$ cat src/sv/quaternion_axis_angle_rotate_top_defines.svh
// Assertion macros shared by the rotate block
`ifndef QUATERNION_AXIS_ANGLE_ROTATE_TOP_DEFINES_SVH
`define QUATERNION_AXIS_ANGLE_ROTATE_TOP_DEFINES_SVH
`ifndef SYNTHESIS
`define QAAR_ASSERT(lbl, clk, rst_n, prop) \
    lbl: assert property (@(posedge clk) disable iff (!rst_n) prop) \
        else $error("qaar assertion failed");
`define QAAR_ASSERT_ALWAYS(lbl, clk, prop) \
    lbl: assert property (@(posedge clk) prop) \
        else $error("qaar assertion failed");
`else
`define QAAR_ASSERT(lbl, clk, rst_n, prop)
`define QAAR_ASSERT_ALWAYS(lbl, clk, prop)
`endif
`endif

$ cat src/sv/qaar_pkg.sv
package qaar_pkg;

    typedef struct packed {
        logic signed [31:0] dir_x;
        logic signed [31:0] dir_y;
        logic signed [31:0] dir_z;
        logic signed [15:0] axis_x;
        logic signed [15:0] axis_y;
        logic signed [15:0] axis_z;
        logic signed [23:0] turn_angle;
    } t_in_item;

    typedef struct packed {
        logic signed [31:0] out_x;
        logic signed [31:0] out_y;
        logic signed [31:0] out_z;
        logic               saturated;
    } t_out_item;

    typedef struct packed {
        logic signed [31:0] z;
        logic               neg_cos;
        logic signed [31:0] dir_x;
        logic signed [31:0] dir_y;
        logic signed [31:0] dir_z;
        logic signed [15:0] axis_x;
        logic signed [15:0] axis_y;
        logic signed [15:0] axis_z;
    } t_work_item;

    localparam int QUEUE_DEPTH = 4;
    localparam int QUEUE_PTR_W = 2;
    localparam int QUEUE_CNT_W = 3;

    localparam int MAG_W  = 35;
    localparam int CORD_W = 34;

    localparam logic signed [31:0] PI_Q28      = 32'sd843314857;
    localparam logic signed [31:0] HALF_PI_Q28 = 32'sd421657428;
    localparam logic signed [31:0] TWO_PI_Q28  = 32'sd1686629713;
    localparam logic signed [CORD_W-1:0] INV_GAIN_Q30 = 34'sd652032874;
    localparam logic signed [31:0] INT32_MAX = 32'sh7fffffff;
    localparam logic signed [31:0] INT32_MIN = 32'sh80000000;

    function automatic logic [MAG_W-1:0] two_pi_mult(input logic [3:0] k);
        logic [MAG_W-1:0] v;
        case (k)
            4'd1:    v = 35'd1686629713;
            4'd2:    v = 35'd3373259426;
            4'd3:    v = 35'd5059889139;
            4'd4:    v = 35'd6746518852;
            4'd5:    v = 35'd8433148565;
            4'd6:    v = 35'd10119778278;
            4'd7:    v = 35'd11806407991;
            4'd8:    v = 35'd13493037704;
            4'd9:    v = 35'd15179667417;
            4'd10:   v = 35'd16866297130;
            default: v = '0;
        endcase
        return v;
    endfunction

    function automatic logic signed [31:0] atan_q28(input int i);
        logic signed [31:0] v;
        case (i)
            0:       v = 32'sd210828714;
            1:       v = 32'sd124459457;
            2:       v = 32'sd65760959;
            3:       v = 32'sd33381290;
            4:       v = 32'sd16755422;
            5:       v = 32'sd8385879;
            6:       v = 32'sd4193963;
            7:       v = 32'sd2097109;
            8:       v = 32'sd1048571;
            9:       v = 32'sd524287;
            default: v = 32'sd268435456 >>> i;
        endcase
        return v;
    endfunction

endpackage

$ cat src/sv/qaar_front.sv
module qaar_front (
    input  logic                  i_clk,
    input  logic                  i_rst_n,
    input  logic                  i_valid,
    output logic                  o_ready,
    input  qaar_pkg::t_in_item    i_item,
    output logic                  o_valid,
    input  logic                  i_ready,
    output qaar_pkg::t_work_item  o_item
);

    logic                          r_v1, r_v2;
    logic [qaar_pkg::MAG_W-1:0]    r_mag, n_mag;
    logic                          r_neg, n_neg;
    logic [3:0]                    r_k, n_k;
    qaar_pkg::t_in_item            r_in;
    qaar_pkg::t_work_item          r_work, n_work;
    logic                          adv;

    assign adv     = !r_v2 || i_ready;
    assign o_ready = adv;
    assign o_valid = r_v2;
    assign o_item  = r_work;

    always_comb begin
        logic signed [qaar_pkg::MAG_W-1:0] a;
        a     = {i_item.turn_angle, 11'd0};
        n_neg = a[qaar_pkg::MAG_W-1];
        n_mag = n_neg ? (qaar_pkg::MAG_W)'(-a) : (qaar_pkg::MAG_W)'(a);
        n_k   = '0;
        for (int k = 1; k <= 10; k++) begin
            if (n_mag >= qaar_pkg::two_pi_mult(4'(k))) begin
                n_k = n_k + 4'd1;
            end
        end
    end

    always_comb begin
        logic [qaar_pkg::MAG_W-1:0] rm;
        logic signed [31:0]         r;
        rm = r_mag - qaar_pkg::two_pi_mult(r_k);
        r  = r_neg ? -$signed({1'b0, rm[30:0]}) : $signed({1'b0, rm[30:0]});
        if (r > qaar_pkg::PI_Q28) begin
            r = r - qaar_pkg::TWO_PI_Q28;
        end
        if (r < -qaar_pkg::PI_Q28) begin
            r = r + qaar_pkg::TWO_PI_Q28;
        end
        n_work.neg_cos = 1'b0;
        if (r > qaar_pkg::HALF_PI_Q28) begin
            r = qaar_pkg::PI_Q28 - r;
            n_work.neg_cos = 1'b1;
        end else if (r < -qaar_pkg::HALF_PI_Q28) begin
            r = -qaar_pkg::PI_Q28 - r;
            n_work.neg_cos = 1'b1;
        end
        n_work.z      = r;
        n_work.dir_x  = r_in.dir_x;
        n_work.dir_y  = r_in.dir_y;
        n_work.dir_z  = r_in.dir_z;
        n_work.axis_x = r_in.axis_x;
        n_work.axis_y = r_in.axis_y;
        n_work.axis_z = r_in.axis_z;
    end

    always_ff @(posedge i_clk) begin
        if (!i_rst_n) begin
            r_v1 <= 1'b0;
            r_v2 <= 1'b0;
        end else if (adv) begin
            r_v1 <= i_valid;
            r_v2 <= r_v1;
        end
    end

    always_ff @(posedge i_clk) begin
        if (adv) begin
            r_mag  <= n_mag;
            r_neg  <= n_neg;
            r_k    <= n_k;
            r_in   <= i_item;
            r_work <= n_work;
        end
    end

endmodule

$ cat config.mk
export PLATFORM = sky130hd
export DESIGN_NAME = qaar_front
export DESIGN_NICKNAME = d
export VERILOG_FILES = /design/src/sv/quaternion_axis_angle_rotate_top_defines.svh /design/src/sv/qaar_pkg.sv /design/src/sv/qaar_front.sv
export SDC_FILE = /design/constraint.sdc
export NUM_CORES = 1
export LEC_CHECK = 0
export BUFFER_PORTS_ARGS = -buffer_cell sky130_fd_sc_hd__clkbuf_2
export CAP_MARGIN = 10
export CELL_PAD_IN_SITES_DETAIL_PLACEMENT = 0
export CELL_PAD_IN_SITES_GLOBAL_PLACEMENT = 1
export CORE_UTILIZATION = 49
export CTS_CLUSTER_DIAMETER = 30
export CTS_CLUSTER_SIZE = 14
export DETAILED_ROUTE_END_ITERATION = 10
export GPL_ROUTABILITY_DRIVEN = 0
export PLACE_DENSITY = 0.85
export SYNTH_ARGS = -nofsm -noshare
export SYNTH_HDL_FRONTEND = slang
export SYNTH_SLANG_ARGS = --single-unit
$ cat constraint.sdc
create_clock -name i_clk -period 18.34 [get_ports i_clk]
set_input_delay 0.917 -clock i_clk [delete_from_list [all_inputs] [get_ports i_clk]]
set_output_delay 0.917 -clock i_clk [all_outputs]
set_load 0.01 [all_outputs]
Word level (Yosys, flattened, before mapping)
Memory sizes are Yosys's and may differ from the RTL's. A register that Yosys moved wholly into a read port is not among the register bits.
Index checks and enable logic that the tools add are counted.
- shift operators: 0
- equal/unequal tests: 0
- $lt $le $gt $ge: 14
- $mul: 0
- bitwise operators: 0
- div/mod/pow operators: 0
- mux-type cells: 18
- reduce and logical (&&, ||, !) cells: 2
- $add $sub $neg: 16
- operators with widths (kind ; number):
    $ge A35 B34 Y1 const B ; 5
    $mux W32 ; 5
    $ge A35 B33 Y1 const B ; 3
    $sub A31 B32 Y32 const A ; 2
    $mux W4 ; 10
    $add A4 B1 Y4 const B ; 9
    $ge A35 B31 Y1 const B ; 1
    $ge A35 B32 Y1 const B ; 1
    $mux W35 ; 1
    $neg A35 Y35 ; 1
    $add A32 B32 Y32 const B ; 1
    $gt A32 B30 Y1 const B ; 1
    $gt A32 B31 Y1 const B ; 1
    $lt A32 B30 Y1 const B ; 1
    $lt A32 B31 Y1 const B ; 1
    $neg A31 Y32 ; 1
    $sub A32 B32 Y32 const B ; 1
    $sub A31 B31 Y31 ; 1
    $mux W1 ; 2
    $logic_not A1 Y1 ; 1
    $logic_or A1 B1 Y1 ; 1
- input port bits: 172
- memories: 1
- bits in read-only memories: 544
- memory bits (writable): 0
- latch bits: 0
- flip-flop bits (word level): 359
- memories (memory ; depth ; width ; rd ports ; clocked after Yosys merged registers in ; write ports ; line ; RTL):
    (no name shown) ; 16 ; 34 ; 1 ; 1 ; 0 ; qaar_pkg.sv:47 ; case (k)

Longest topological paths before layout
- word-level depth: 23
- mapped depth: 36

Worst setup path before layout
No wires, ideal clock.
- path type: input -> register
- from: in i_item[3] (netlist bit)
- to: reg (tool-made name)
- path buffers: 0
- path slack: 9.126 ns
- cell stages on the path: 32
- setup time: 0.087 ns
- data required time: 18.253 ns
- arrival: 9.128 ns
- cells stage by stage: or3_1 -> o21ai_0 -> or4b_2 -> a21oi_1 -> and3_1 -> and2_1 -> o41ai_1 -> a31oi_1 -> nor2_1 -> o311ai_0 -> ha_1 -> xor2_1 -> ha_1 -> mux2_2 -> ha_1 -> mux2_2 -> ha_1 -> mux2_2 -> ha_1 -> mux2_2 -> ha_1 -> mux2_2 -> ha_1 -> mux2_2 -> ha_1 -> mux2_2 -> mux2i_1 -> inv_1 -> ha_1 -> mux2i_1 -> o21ai_0 -> o2bb2ai_1
- RTL lines (item ; line ; RTL):
    start, declared ; qaar_front.sv:6 ; input qaar_pkg::t_in_item i_item,

==> flow_metrics.py <==
metrics = {
    "global_routing": {
        "grt_max_degree": 120,
        "gr-total-overflow": 0,
        "grt_pass1_wl_um": 84100,
        "grtUsageTotal": 0.256,
        "grt_antenna_before_repair": 4,
        "grt_pass1_vias": 15100,
    },
    "logic_synthesis": {
        "ys_seq_elements": 368,
        "syn-cell-area_um2": 20400,
        "async_flop_share": 0,
        "synth-seq-area-share": 0.531,
        "netlist_instances": 1754,
        "syn-num-nets": 1966,
        "synth_area_per_cell_um2": 11.6,
        "synthFlopType": "edfxtp_1",
        "synth_edf_count": 346,
        "ys_warn_count": 0,
        "ys_types": 117,
    },
    "floorplan": {
        "die_area_um2": 42500,
        "start_util": 0.499,
        "die_h_um": 206,
        "io_pins": 351,
        "die-width_um": 206,
        "row_count": 74,
        "core_um2": 40900,
    },
    "cts": {
        "clk_path_buf_depth": 3,
        "clock_latency_ns": 0.57,
        "cts_sinks": 368,
        "cts.clk_slew.worst_paths_ns": 0.05,
        "post_cts_resized": 0,
        "htree_levels": 3,
        "cts_made_buffers": 68,
        "postCtsSetupRepairBufs": 0,
        "root_buffer": "clkbuf_16",
        "holdBufCountCts": 0,
        "cts_tree": "built",
    },
    "min_path": {
        "hp-class": "flop to flop",
    },
    "critical_path": {
        "cp.required_ns": 18.63,
        "startpoint_type": "flop",
        "critPathKind": "flop to flop",
        "endpoint_kind": "flop",
        "path_max_fanout": 17,
        "cp.arrival_ns": 10.10,
    },
    "placement": {
        "dp.cells": 2582,
        "io_buffers": 350,
        "place_ws_ns": 8.26,
        "post-dp-hpwl_um": 41400,
    },
    "run": {
        "maxCapViolations": 0,
    },
    "sta": {
        "worst_pin_slew_ns": 1.04,
        "finalSetupTns_ns": 0,
        "postLayoutSetupSlackWorst_ns": 8.54,
        "min_period_over_period": 0.535,
        "relSlewSlack": 0.304,
        "slew_viol_final": 0,
        "period_needed_ns": 9.80,
        "fmax_mhz": 102,
        "setup_viol_count_final": 0,
        "rsz0062_at_grt": "no",
        "finalHoldViolations": 0,
        "fin_skew_ns": 0.0159,
    },
    "route": {
        "dr.first_iter.drc_count": 1389,
        "vias_per_cell": 5.96,
        "drc": 0,
        "routed_wl_um": 55200,
        "dr.pass1.iters": 6,
        "ant_nets": 0,
        "wire_per_inst_um": 20.4,
        "num_vias": 16200,
    },
    "layout": {
        "layout-drive-gt1-share": 0.264,
        "final_cell_mix": "350 x clkbuf_2, 346 x edfxtp_1, 147 x nand2_1, 102 x nor2_1, 98 x xnor2_1",
        "area_delta_synth_final_pct": 21.7,
        "layout_commonest_cell": "clkbuf_2",
        "finalNonFillerCells": 2710,
        "final_nets": 2332,
    },
    "status": {
        "status": "finished, final reports clean",
    },
}
[path summary, 6_finish.rpt]
check / from / endpoint / slack, ns / cells after the start
max: flop / o_item[157] / 8.54 / 26
min reg2reg: n_work[129] / o_item[129] / 0.41 / 0
max reg2reg: flop / o_item[157] / 8.54 / 26
min: n_work[129] / o_item[129] / 0.41 / 0
[synth_stat cells, drive strengths merged (36+ instances only)]
master / n / area [um2]
o21ai: 91 / 467
nor2: 105 / 402
inv: 48 / 180
xor2: 67 / 624
ha: 40 / 500
a21oi: 76 / 403
nand3: 37 / 190
nor3: 61 / 320
xnor2: 103 / 940
nand2: 147 / 552
a211oi: 36 / 310
clkbuf: 37 / 139
edfxtp: 346 / 10400
[stage by stage]
step                      instance area [um2]   util  hold slack [ns]
after floorplan                         20400      -            0.400
after global placement                  22600  0.552            0.400
after detailed placement                22600  0.552            0.405
after CTS                               24800  0.607            0.408
after global routing                    24800  0.607            0.413
final                                   24800  0.607            0.406
[layout make-up]
type | count | area, um2
Fill cell | 3345 | 16100
Sequential cell | 368 | 10800
Multi-Input combinational cell | 1272 | 9060
Timing Repair Buffer | 362 | 1840
Clock buffer | 76 | 1730
Tap cell | 532 | 666
Clock inverter | 48 | 515
Inverter | 48 | 188
Antenna cell | 4 | 10.0
[worst max-delay path, cell delays in order, from the launching register on]
cell       delay [ns]
dfxtp_1          0.65
inv_1            0.26
ha_1             0.37
nand3b_1         0.23
o21bai_1         0.17
a2111oi_0        0.41
nor3_1           0.21
or4_1            0.75
o31ai_1          0.35
xor2_1           0.59
o21a_2           0.27
o211ai_4         0.15
a21oi_2          0.78
nor2_1           0.08
a21oi_1          0.31
ha_1             0.34
nand3_1          0.28
o41a_1           0.48
nand3_1          0.17
o21ai_0          0.12
a21oi_1          0.19
xor2_1           0.68
a311oi_1         0.18
a2111oi_4        0.51
or2_1            0.57
o22ai_1          0.20
xor2_1           0.18
[registers in the layout, indices dropped and copies added, names as in the netlist, named ones only]
| register | count |
|---|---|
| r_mag | 20 |
| r_neg | 1 |
| n_work | 144 |
| r_v1 | 1 |
| o_valid | 1 |
| o_item | 177 |
| r_k | 4 |
[per-layer routing]
metal | up-vias | part of all wire | GRT usage
met5 | - | 0 | 0
met3 | 93 | 0.067 | 0.0486
met4 | 0 | 0.025 | 0.0935
li1 | 7602 | - | -
met2 | 671 | 0.50 | 0.445
met1 | 7785 | 0.41 | 0.315
[kinds of logic (layout without fill, tap and decap cells)]
| family | after synthesis | after routing | share of synthesized area |
|---|---|---|---|
| AO/OA/AOI/OAI | 489 | 489 | 0.186 |
| XOR/XNOR | 171 | 171 | 0.0778 |
| buffers and inverters | 114 | 534 | 0.0252 |
| flip-flops | 368 | 368 | 0.531 |
| AND/OR/NAND/NOR | 531 | 531 | 0.135 |
| multiplexers | 41 | 41 | 0.0208 |
| adder cells (fa/ha/maj) | 40 | 40 | 0.0245 |
| other | 0 | 4 | 0 |
Power is not shown: default switching activity piles up to over one toggle a cycle in this logic, so the estimate is an artifact.
