$ cat src/sv/quaternion_axis_angle_rotate_top_defines.svh
// Assertion macros shared by the rotate block
`ifndef QUATERNION_AXIS_ANGLE_ROTATE_TOP_DEFINES_SVH
`define QUATERNION_AXIS_ANGLE_ROTATE_TOP_DEFINES_SVH
`ifndef SYNTHESIS
`define QAAR_ASSERT(lbl, clk, rst_n, prop) \
    lbl: assert property (@(posedge clk) disable iff (!rst_n) prop) \
        else $error("qaar assertion failed");
`define QAAR_ASSERT_ALWAYS(lbl, clk, prop) \
    lbl: assert property (@(posedge clk) prop) \
        else $error("qaar assertion failed");
`else
`define QAAR_ASSERT(lbl, clk, rst_n, prop)
`define QAAR_ASSERT_ALWAYS(lbl, clk, prop)
`endif
`endif

$ cat src/sv/qaar_pkg.sv
package qaar_pkg;

    typedef struct packed {
        logic signed [31:0] dir_x;
        logic signed [31:0] dir_y;
        logic signed [31:0] dir_z;
        logic signed [15:0] axis_x;
        logic signed [15:0] axis_y;
        logic signed [15:0] axis_z;
        logic signed [23:0] turn_angle;
    } t_in_item;

    typedef struct packed {
        logic signed [31:0] out_x;
        logic signed [31:0] out_y;
        logic signed [31:0] out_z;
        logic               saturated;
    } t_out_item;

    typedef struct packed {
        logic signed [31:0] z;
        logic               neg_cos;
        logic signed [31:0] dir_x;
        logic signed [31:0] dir_y;
        logic signed [31:0] dir_z;
        logic signed [15:0] axis_x;
        logic signed [15:0] axis_y;
        logic signed [15:0] axis_z;
    } t_work_item;

    localparam int QUEUE_DEPTH = 4;
    localparam int QUEUE_PTR_W = 2;
    localparam int QUEUE_CNT_W = 3;

    localparam int MAG_W  = 35;
    localparam int CORD_W = 34;

    localparam logic signed [31:0] PI_Q28      = 32'sd843314857;
    localparam logic signed [31:0] HALF_PI_Q28 = 32'sd421657428;
    localparam logic signed [31:0] TWO_PI_Q28  = 32'sd1686629713;
    localparam logic signed [CORD_W-1:0] INV_GAIN_Q30 = 34'sd652032874;
    localparam logic signed [31:0] INT32_MAX = 32'sh7fffffff;
    localparam logic signed [31:0] INT32_MIN = 32'sh80000000;

    function automatic logic [MAG_W-1:0] two_pi_mult(input logic [3:0] k);
        logic [MAG_W-1:0] v;
        case (k)
            4'd1:    v = 35'd1686629713;
            4'd2:    v = 35'd3373259426;
            4'd3:    v = 35'd5059889139;
            4'd4:    v = 35'd6746518852;
            4'd5:    v = 35'd8433148565;
            4'd6:    v = 35'd10119778278;
            4'd7:    v = 35'd11806407991;
            4'd8:    v = 35'd13493037704;
            4'd9:    v = 35'd15179667417;
            4'd10:   v = 35'd16866297130;
            default: v = '0;
        endcase
        return v;
    endfunction

    function automatic logic signed [31:0] atan_q28(input int i);
        logic signed [31:0] v;
        case (i)
            0:       v = 32'sd210828714;
            1:       v = 32'sd124459457;
            2:       v = 32'sd65760959;
            3:       v = 32'sd33381290;
            4:       v = 32'sd16755422;
            5:       v = 32'sd8385879;
            6:       v = 32'sd4193963;
            7:       v = 32'sd2097109;
            8:       v = 32'sd1048571;
            9:       v = 32'sd524287;
            default: v = 32'sd268435456 >>> i;
        endcase
        return v;
    endfunction

endpackage

$ cat src/sv/qaar_queue.sv
`include "quaternion_axis_angle_rotate_top_defines.svh"

module qaar_queue (
    input  logic                  i_clk,
    input  logic                  i_rst_n,
    input  logic                  i_valid,
    output logic                  o_ready,
    input  qaar_pkg::t_work_item  i_item,
    output logic                  o_valid,
    input  logic                  i_ready,
    output qaar_pkg::t_work_item  o_item
);

    qaar_pkg::t_work_item                r_mem [qaar_pkg::QUEUE_DEPTH];
    logic [qaar_pkg::QUEUE_PTR_W-1:0]    r_wr, r_rd;
    logic [qaar_pkg::QUEUE_CNT_W-1:0]    r_count;
    logic                                push, pop;

    assign o_ready = r_count != qaar_pkg::QUEUE_CNT_W'(qaar_pkg::QUEUE_DEPTH);
    assign o_valid = r_count != '0;
    assign o_item  = r_mem[r_rd];
    assign push    = i_valid && o_ready;
    assign pop     = o_valid && i_ready;

    always_ff @(posedge i_clk) begin
        if (!i_rst_n) begin
            r_wr    <= '0;
            r_rd    <= '0;
            r_count <= '0;
        end else begin
            if (push) begin
                r_wr <= r_wr + 1'b1;
            end
            if (pop) begin
                r_rd <= r_rd + 1'b1;
            end
            if (push && !pop) begin
                r_count <= r_count + 1'b1;
            end else if (pop && !push) begin
                r_count <= r_count - 1'b1;
            end
        end
    end

    always_ff @(posedge i_clk) begin
        if (push) begin
            r_mem[r_wr] <= i_item;
        end
    end

    `QAAR_ASSERT(a_count_bound, i_clk, i_rst_n, r_count <= qaar_pkg::QUEUE_CNT_W'(qaar_pkg::QUEUE_DEPTH))
    `QAAR_ASSERT(a_count_up, i_clk, i_rst_n, (push && !pop) |=> (r_count == $past(r_count) + 1'b1))
    `QAAR_ASSERT(a_count_down, i_clk, i_rst_n, (pop && !push) |=> (r_count == $past(r_count) - 1'b1))
    `QAAR_ASSERT(a_ptr_gap, i_clk, i_rst_n, (r_count == '0) |-> (r_wr == r_rd))

endmodule

$ cat config.mk
export PLATFORM = sky130hd
export DESIGN_NAME = qaar_queue
export DESIGN_NICKNAME = d
export VERILOG_FILES = /design/src/sv/qaar_pkg.sv /design/src/sv/qaar_queue.sv
export VERILOG_INCLUDE_DIRS = /design/src /design/src/sv
export SDC_FILE = /design/constraint.sdc
export NUM_CORES = 1
export LEC_CHECK = 0
export CAP_MARGIN = 40
export CORE_MARGIN = 5
export CORE_UTILIZATION = 60
export DETAILED_ROUTE_END_ITERATION = 16
export DONT_BUFFER_PORTS = 1
export PLACE_DENSITY = 0.82
export SETUP_SLACK_MARGIN = 0.3
export SLEW_MARGIN = 20
export SYNTH_ARGS = -nofsm -noshare
export SYNTH_HDL_FRONTEND = slang
export SYNTH_SLANG_ARGS = --single-unit
export TNS_END_PERCENT = 10
$ cat constraint.sdc
create_clock -name i_clk -period 12.6 [get_ports i_clk]
set_input_delay 1.26 -clock i_clk [delete_from_list [all_inputs] [get_ports i_clk]]
set_output_delay 1.26 -clock i_clk [all_outputs]
set_load 0.02 [all_outputs]
Yosys cells after proc, flatten, opt, wreduce, memory -nomap -nowiden
Memories as Yosys holds them, arrays and structs flattened. A register that Yosys moved wholly into a read port is not among the register bits.
Index checks and enable logic that the tools add are counted.

word-level totals
  register bits after elaboration = 7
  latch bits = 0
  memory bits (writable) = 708
  memory bits (read-only) = 0
  input bits = 181
  output and inout port bits = 179
  word-level logic and storage cells = 23
  memories = 1

operators by class
  add/subtract/negate cells = 4
  multiply operators = 0
  div/mod/pow operators = 0
  magnitude comparators = 0
  equal/unequal tests = 1
  shift operators = 0
  muxes and demuxes = 6
  bitwise logic cells = 0
  reduce and logical (&&, ||, !) cells = 8

memories
  memory  words  bits a word  read ports  clocked after memory_dff  write ports  line              text
  r_mem   4      177          1           1                         1            qaar_queue.sv:14  qaar_pkg::t_work_item r_mem [qaar_pkg::QUEUE_DEPTH];

operator list
  operator               count
  $mux W3                2
  $add A2 B1 Y2 const B  2
  $logic_and A1 B1 Y1    4
  $mux W2                2
  $add A3 B1 Y3 const B  1
  $ne A3 B3 Y1 const B   1
  $reduce_bool A3 Y1     1
  $sub A3 B1 Y3 const B  1
  $logic_not A1 Y1       2
  $mux W1                2
  $reduce_bool A2 Y1     1

Logic depth before layout (Yosys ltp)
  word-level depth = 6
  depth in mapped cells = 8
  depth with buffers taken out = 8

Least setup slack after synthesis
Ideal clock, no wire load.

  path kind = input to register
  from = input port i_valid
  to = memory r_mem[0][0] (netlist bit) (enable)
  setup time = 559 ps
  data arrival time = 5621 ps
  required time = 12041 ps
  setup slack = 6421 ps
  stages on the path = 2
  buffers on the path = 0
  cell sequence = a21boi_2 and2_1

on the way
  word-level cells in the longest chain between the ends = 3

RTL lines
  element                        line              text
  from (decl)                    qaar_queue.sv:6   input logic i_valid,
  $logic_and A1 B1 Y1            qaar_queue.sv:22  assign push = i_valid && o_ready;
  $mux W1                        qaar_queue.sv:46  if (push) begin
  $mux W1 (implied by the code)  qaar_queue.sv:47  r_mem[r_wr] <= i_item;
  to (decl)                      qaar_queue.sv:14

Every way passes these cells.

==> load_flow_metrics.sql <==
INSERT INTO impl_metrics (metric_group, metric, value, unit) VALUES
('synthesis', 'synth-seq-cells', '717', ''),
('critical_path', 'critical_path.startpoint_type', 'flop', ''),
('grt', 'via_count_of_the_first_global_routing_pass', '11400', ''),
('final_layout', 'area_taken_by_multi_input_logic_gates', '0.00428', 'mm2'),
('synthesis', 'synth_warnings', '0', ''),
('synthesis', 'netlist-cell-type-count', '22', ''),
('synthesis', 'syn_nets', '1160', ''),
('clocking', 'cts_resized', '0', ''),
('status', 'run_status', 'complete, no violations', ''),
('critical_path', 'critical_path.max_stage_delay', '0.71', 'ns'),
('timing', 'post-route-period-util', '31.4', '%'),
('critical_path', 'cp-end-kind', 'output pin', ''),
('timing', 'finalHoldViolCount', '0', ''),
('detailed_routing', 'via_per_instance_ratio', '6.31', ''),
('critical_path', 'critPathArrivalTime', '2.70', 'ns'),
('final_layout', 'final_common_cell', 'sky130_fd_sc_hd__edfxtp_1', ''),
('final_layout', 'nNetsFinal', '1216', ''),
('final_layout', 'layout-area-overhead-vs-synth', '12.0', '%'),
('synthesis', 'ys_seq_area_share', '82.4', '%'),
('grt', 'grt_pass1_wl', '77400', 'um'),
('synthesis', 'post_synth_inst_count', '973', ''),
('detailed_routing', 'detail_route.iter0.violations', '760', ''),
('grt', 'globalRouteOverflowTotal', '0', ''),
('floorplanning', 'start_util', '60.5', '%'),
('critical_path', 'criticalPathCategory', 'reg2out', ''),
('clocking', 'cts_made_buffers', '71', ''),
('power', 'cellLeakagePower', '8.92', 'nW'),
('clocking', 'cts_max_path_buffers', '3', ''),
('clocking', 'htree_num_levels', '3', ''),
('grt', 'initial_antenna_violation_count', '0', ''),
('final_layout', 'proportion_of_layout_cells_with_a_drive_suffix_above_1', '28.8', '%'),
('detailed_routing', 'drt_pre_antenna_iters', '5', ''),
('place', 'placedCellCount', '1540', ''),
('floorplanning', 'core.rowCount', '76', ''),
('critical_path', 'timing.critical_path.slowest_stage_cell', 'sky130_fd_sc_hd__mux4_2', ''),
('power', 'ir_drop', '0.181', 'mV'),
('grt', 'grt_use_total', '22.4', '%'),
('clocking', 'tritoncts', 'yes', ''),
('clocking', 'clk_pin_slew', '0.06', 'ns'),
('final_layout', 'post_layout_nonfiller_instances', '1669', ''),
('place', 'finalWeightedCongestion', '0.741', ''),
('clocking', 'cts.repair_timing.setup_buffer_count', '0', ''),
('detailed_routing', 'post_route_antenna_net_violation_count', '0', ''),
('floorplanning', 'die_area', '0.0476', 'mm2'),
('clocking', 'numClockSinks', '717', ''),
('clocking', 'clockRootBuffer', 'sky130_fd_sc_hd__clkbuf_16', ''),
('floorplanning', 'ios', '360', ''),
('clocking', 'holdBufCountCts', '0', ''),
('place', 'place_hpwl', '30500', 'um'),
('final_layout', 'leading_cell_types_in_the_layout_fill_and_taps_excluded', '708 x sky130_fd_sc_hd__edfxtp_1, 177 x sky130_fd_sc_hd__mux4_2, 75 x sky130_fd_sc_hd__clkbuf_16, 16 x sky130_fd_sc_hd__clkbuf_1, 13 x sky130_fd_sc_hd__clkinv_2', ''),
('timing', 'clock_skew', '0.0241', 'ns'),
('timing', 'setup_total_negative_slack', '0', 'ns'),
('final_layout', 'fill_cells', '2529', ''),
('detailed_routing', 'drc', '0', ''),
('grt', 'grt_max_degree', '106', ''),
('detailed_routing', 'routed-via-count', '10500', ''),
('timing', 'worst-slew-pin-transition', '0.981', 'ns'),
('floorplanning', 'fp.coreArea', '0.0430', 'mm2'),
('clocking', 'clk_latency_worst_skew_pair', '0.59', 'ns'),
('timing', 'drv_slew', '0', ''),
('timing', 'time_the_worst_path_needs_with_i_o_delays_and_setup', '3.96', 'ns'),
('synthesis', 'syn_avg_cell_area', '26.7', 'um2'),
('place', 'numPortBuffers', '0', ''),
('final_layout', 'register_area', '0.0214', 'mm2'),
('final_layout', 'antenna_cells_inserted', '0', ''),
('power', 'power-per-cell-area', '221', 'mW/mm2'),
('synthesis', 'syn-cell-area', '0.0260', 'mm2'),
('run', 'maxCapViolations', '0', ''),
('timing', 'setup_viol', '0', ''),
('critical_path', 'data_required_time_at_the_worst_endpoint', '11.34', 'ns'),
('critical_path', 'timing.reg2reg.setup_slack', '9.67', 'ns'),
('timing', 'setup_repair_after_global_routing_missed_its_margin', 'false', ''),
('detailed_routing', 'routed_wl', '52500', 'um'),
('detailed_routing', 'post_drt_wl_per_cell', '31.4', 'um'),
('critical_path', 'cp_max_fo', '37', ''),
('floorplanning', 'die-width', '218', 'um'),
('hold_path', 'worstHoldPathType', 'reg2reg', ''),
('timing', 'achievable-frequency', '252', 'MHz'),
('timing', 'timing.max_slew.rel_slack', '34.6', '%'),
('floorplanning', 'dieHeight', '218', 'um'),
('critical_path', 'cp_cell_instances', 'buf_16 -> buf_4 -> mux4_2', '');
-- where the power goes --
group          switching [mW]  internal, mW  total (mW)
combinational           0.898         0.506        1.40
sequential             0.0870          2.90        2.98
clock                   0.846          1.20        2.04
-- path summary, 6_finish.rpt --
path | start | end | depth (start not counted)
max | flop | o_item[54] | 3
min | r_wr[1] | r_wr[1] | 2
max reg2reg | r_count[0] | r_mem[0][142] | 5
min reg2reg | r_wr[1] | r_wr[1] | 2
-- per-layer routing --
metal	track usage (%)	up-vias	part of all wire, %
li1	-	4327	-
met1	27.7	5634	36
met5	0	-	0
met3	10.2	98	11
met4	7.39	0	3.3
met2	36.1	478	50
-- critical path: cells and delay by family, from the launching register on --
family,cells,cell delay (ns)
buffers and inverters,2,0.90
multiplexers,1,0.71
flip-flops,1,0.46
-- metrics by stage --
step                power (mW)  utilization [%]  setup WS, ns  hold WS, ns  instance area [um2]
detailed placement        4.43             62.4          8.87        0.504                26800
floorplan                 4.20                -          6.42        0.468                26000
finish                    6.43             67.8          8.64        0.534                29100
global placement          4.38             61.8          8.83        0.485                26600
global route              6.68             67.8          8.39        0.580                29100
CTS                       6.50             67.7          8.20        0.534                29100
-- registers in the layout, indices dropped and copies added, names as in the netlist, named ones only --
register  flops
r_mem       708
r_rd          2
r_count       3
r_wr          2
-- area by class of cell --
class	instances	area share, %
tap	585	2.51
multi-input combinational	212	14.7
inverter	3	0.0386
clock inverter	37	1.16
clock buffer	91	6.65
timing repair buffer	24	1.36
sequential	717	73.6
-- Yosys cell counts --
cell type                  count  area [um2]
sky130_fd_sc_hd__edfxtp_1    708       21300
sky130_fd_sc_hd__mux4_2      177        3990
sky130_fd_sc_hd__buf_2        19        95.1
sky130_fd_sc_hd__buf_6        16         180
sky130_fd_sc_hd__dfxtp_1       9         180
sky130_fd_sc_hd__and2_1        8        50.1
sky130_fd_sc_hd__clkbuf_1      6        22.5
sky130_fd_sc_hd__ha_1          5        62.6
sky130_fd_sc_hd__nand2_1       5        18.8
sky130_fd_sc_hd__inv_1         3        11.3
sky130_fd_sc_hd__mux2i_1       3        30.0
sky130_fd_sc_hd__xnor2_1       3        26.3
sky130_fd_sc_hd__or3_1         2        12.5
sky130_fd_sc_hd__a21boi_0      1        7.51
sky130_fd_sc_hd__a21boi_2      1        11.3
sky130_fd_sc_hd__fa_1          1        20.0
sky130_fd_sc_hd__nor2_1        1        3.75
sky130_fd_sc_hd__nor2b_1       1        6.26
sky130_fd_sc_hd__o21ai_0       1        5.00
sky130_fd_sc_hd__o311ai_0      1        8.76
sky130_fd_sc_hd__o31ai_1       1        7.51
sky130_fd_sc_hd__xor2_1        1        8.76
-- cell families (layout without fill, tap and decap cells) --
kind of cell	count (synthesis)	in the layout	share of synthesized area (%)
AO/OA/AOI/OAI	5	5	0.154
flip-flops	717	717	82.4
XOR/XNOR	4	4	0.135
adder cells (fa/ha/maj)	6	6	0.317
multiplexers	180	180	15.4
AND/OR/NAND/NOR	17	17	0.351
buffers and inverters	44	155	1.19
Power figures use the tool's default switching activity.
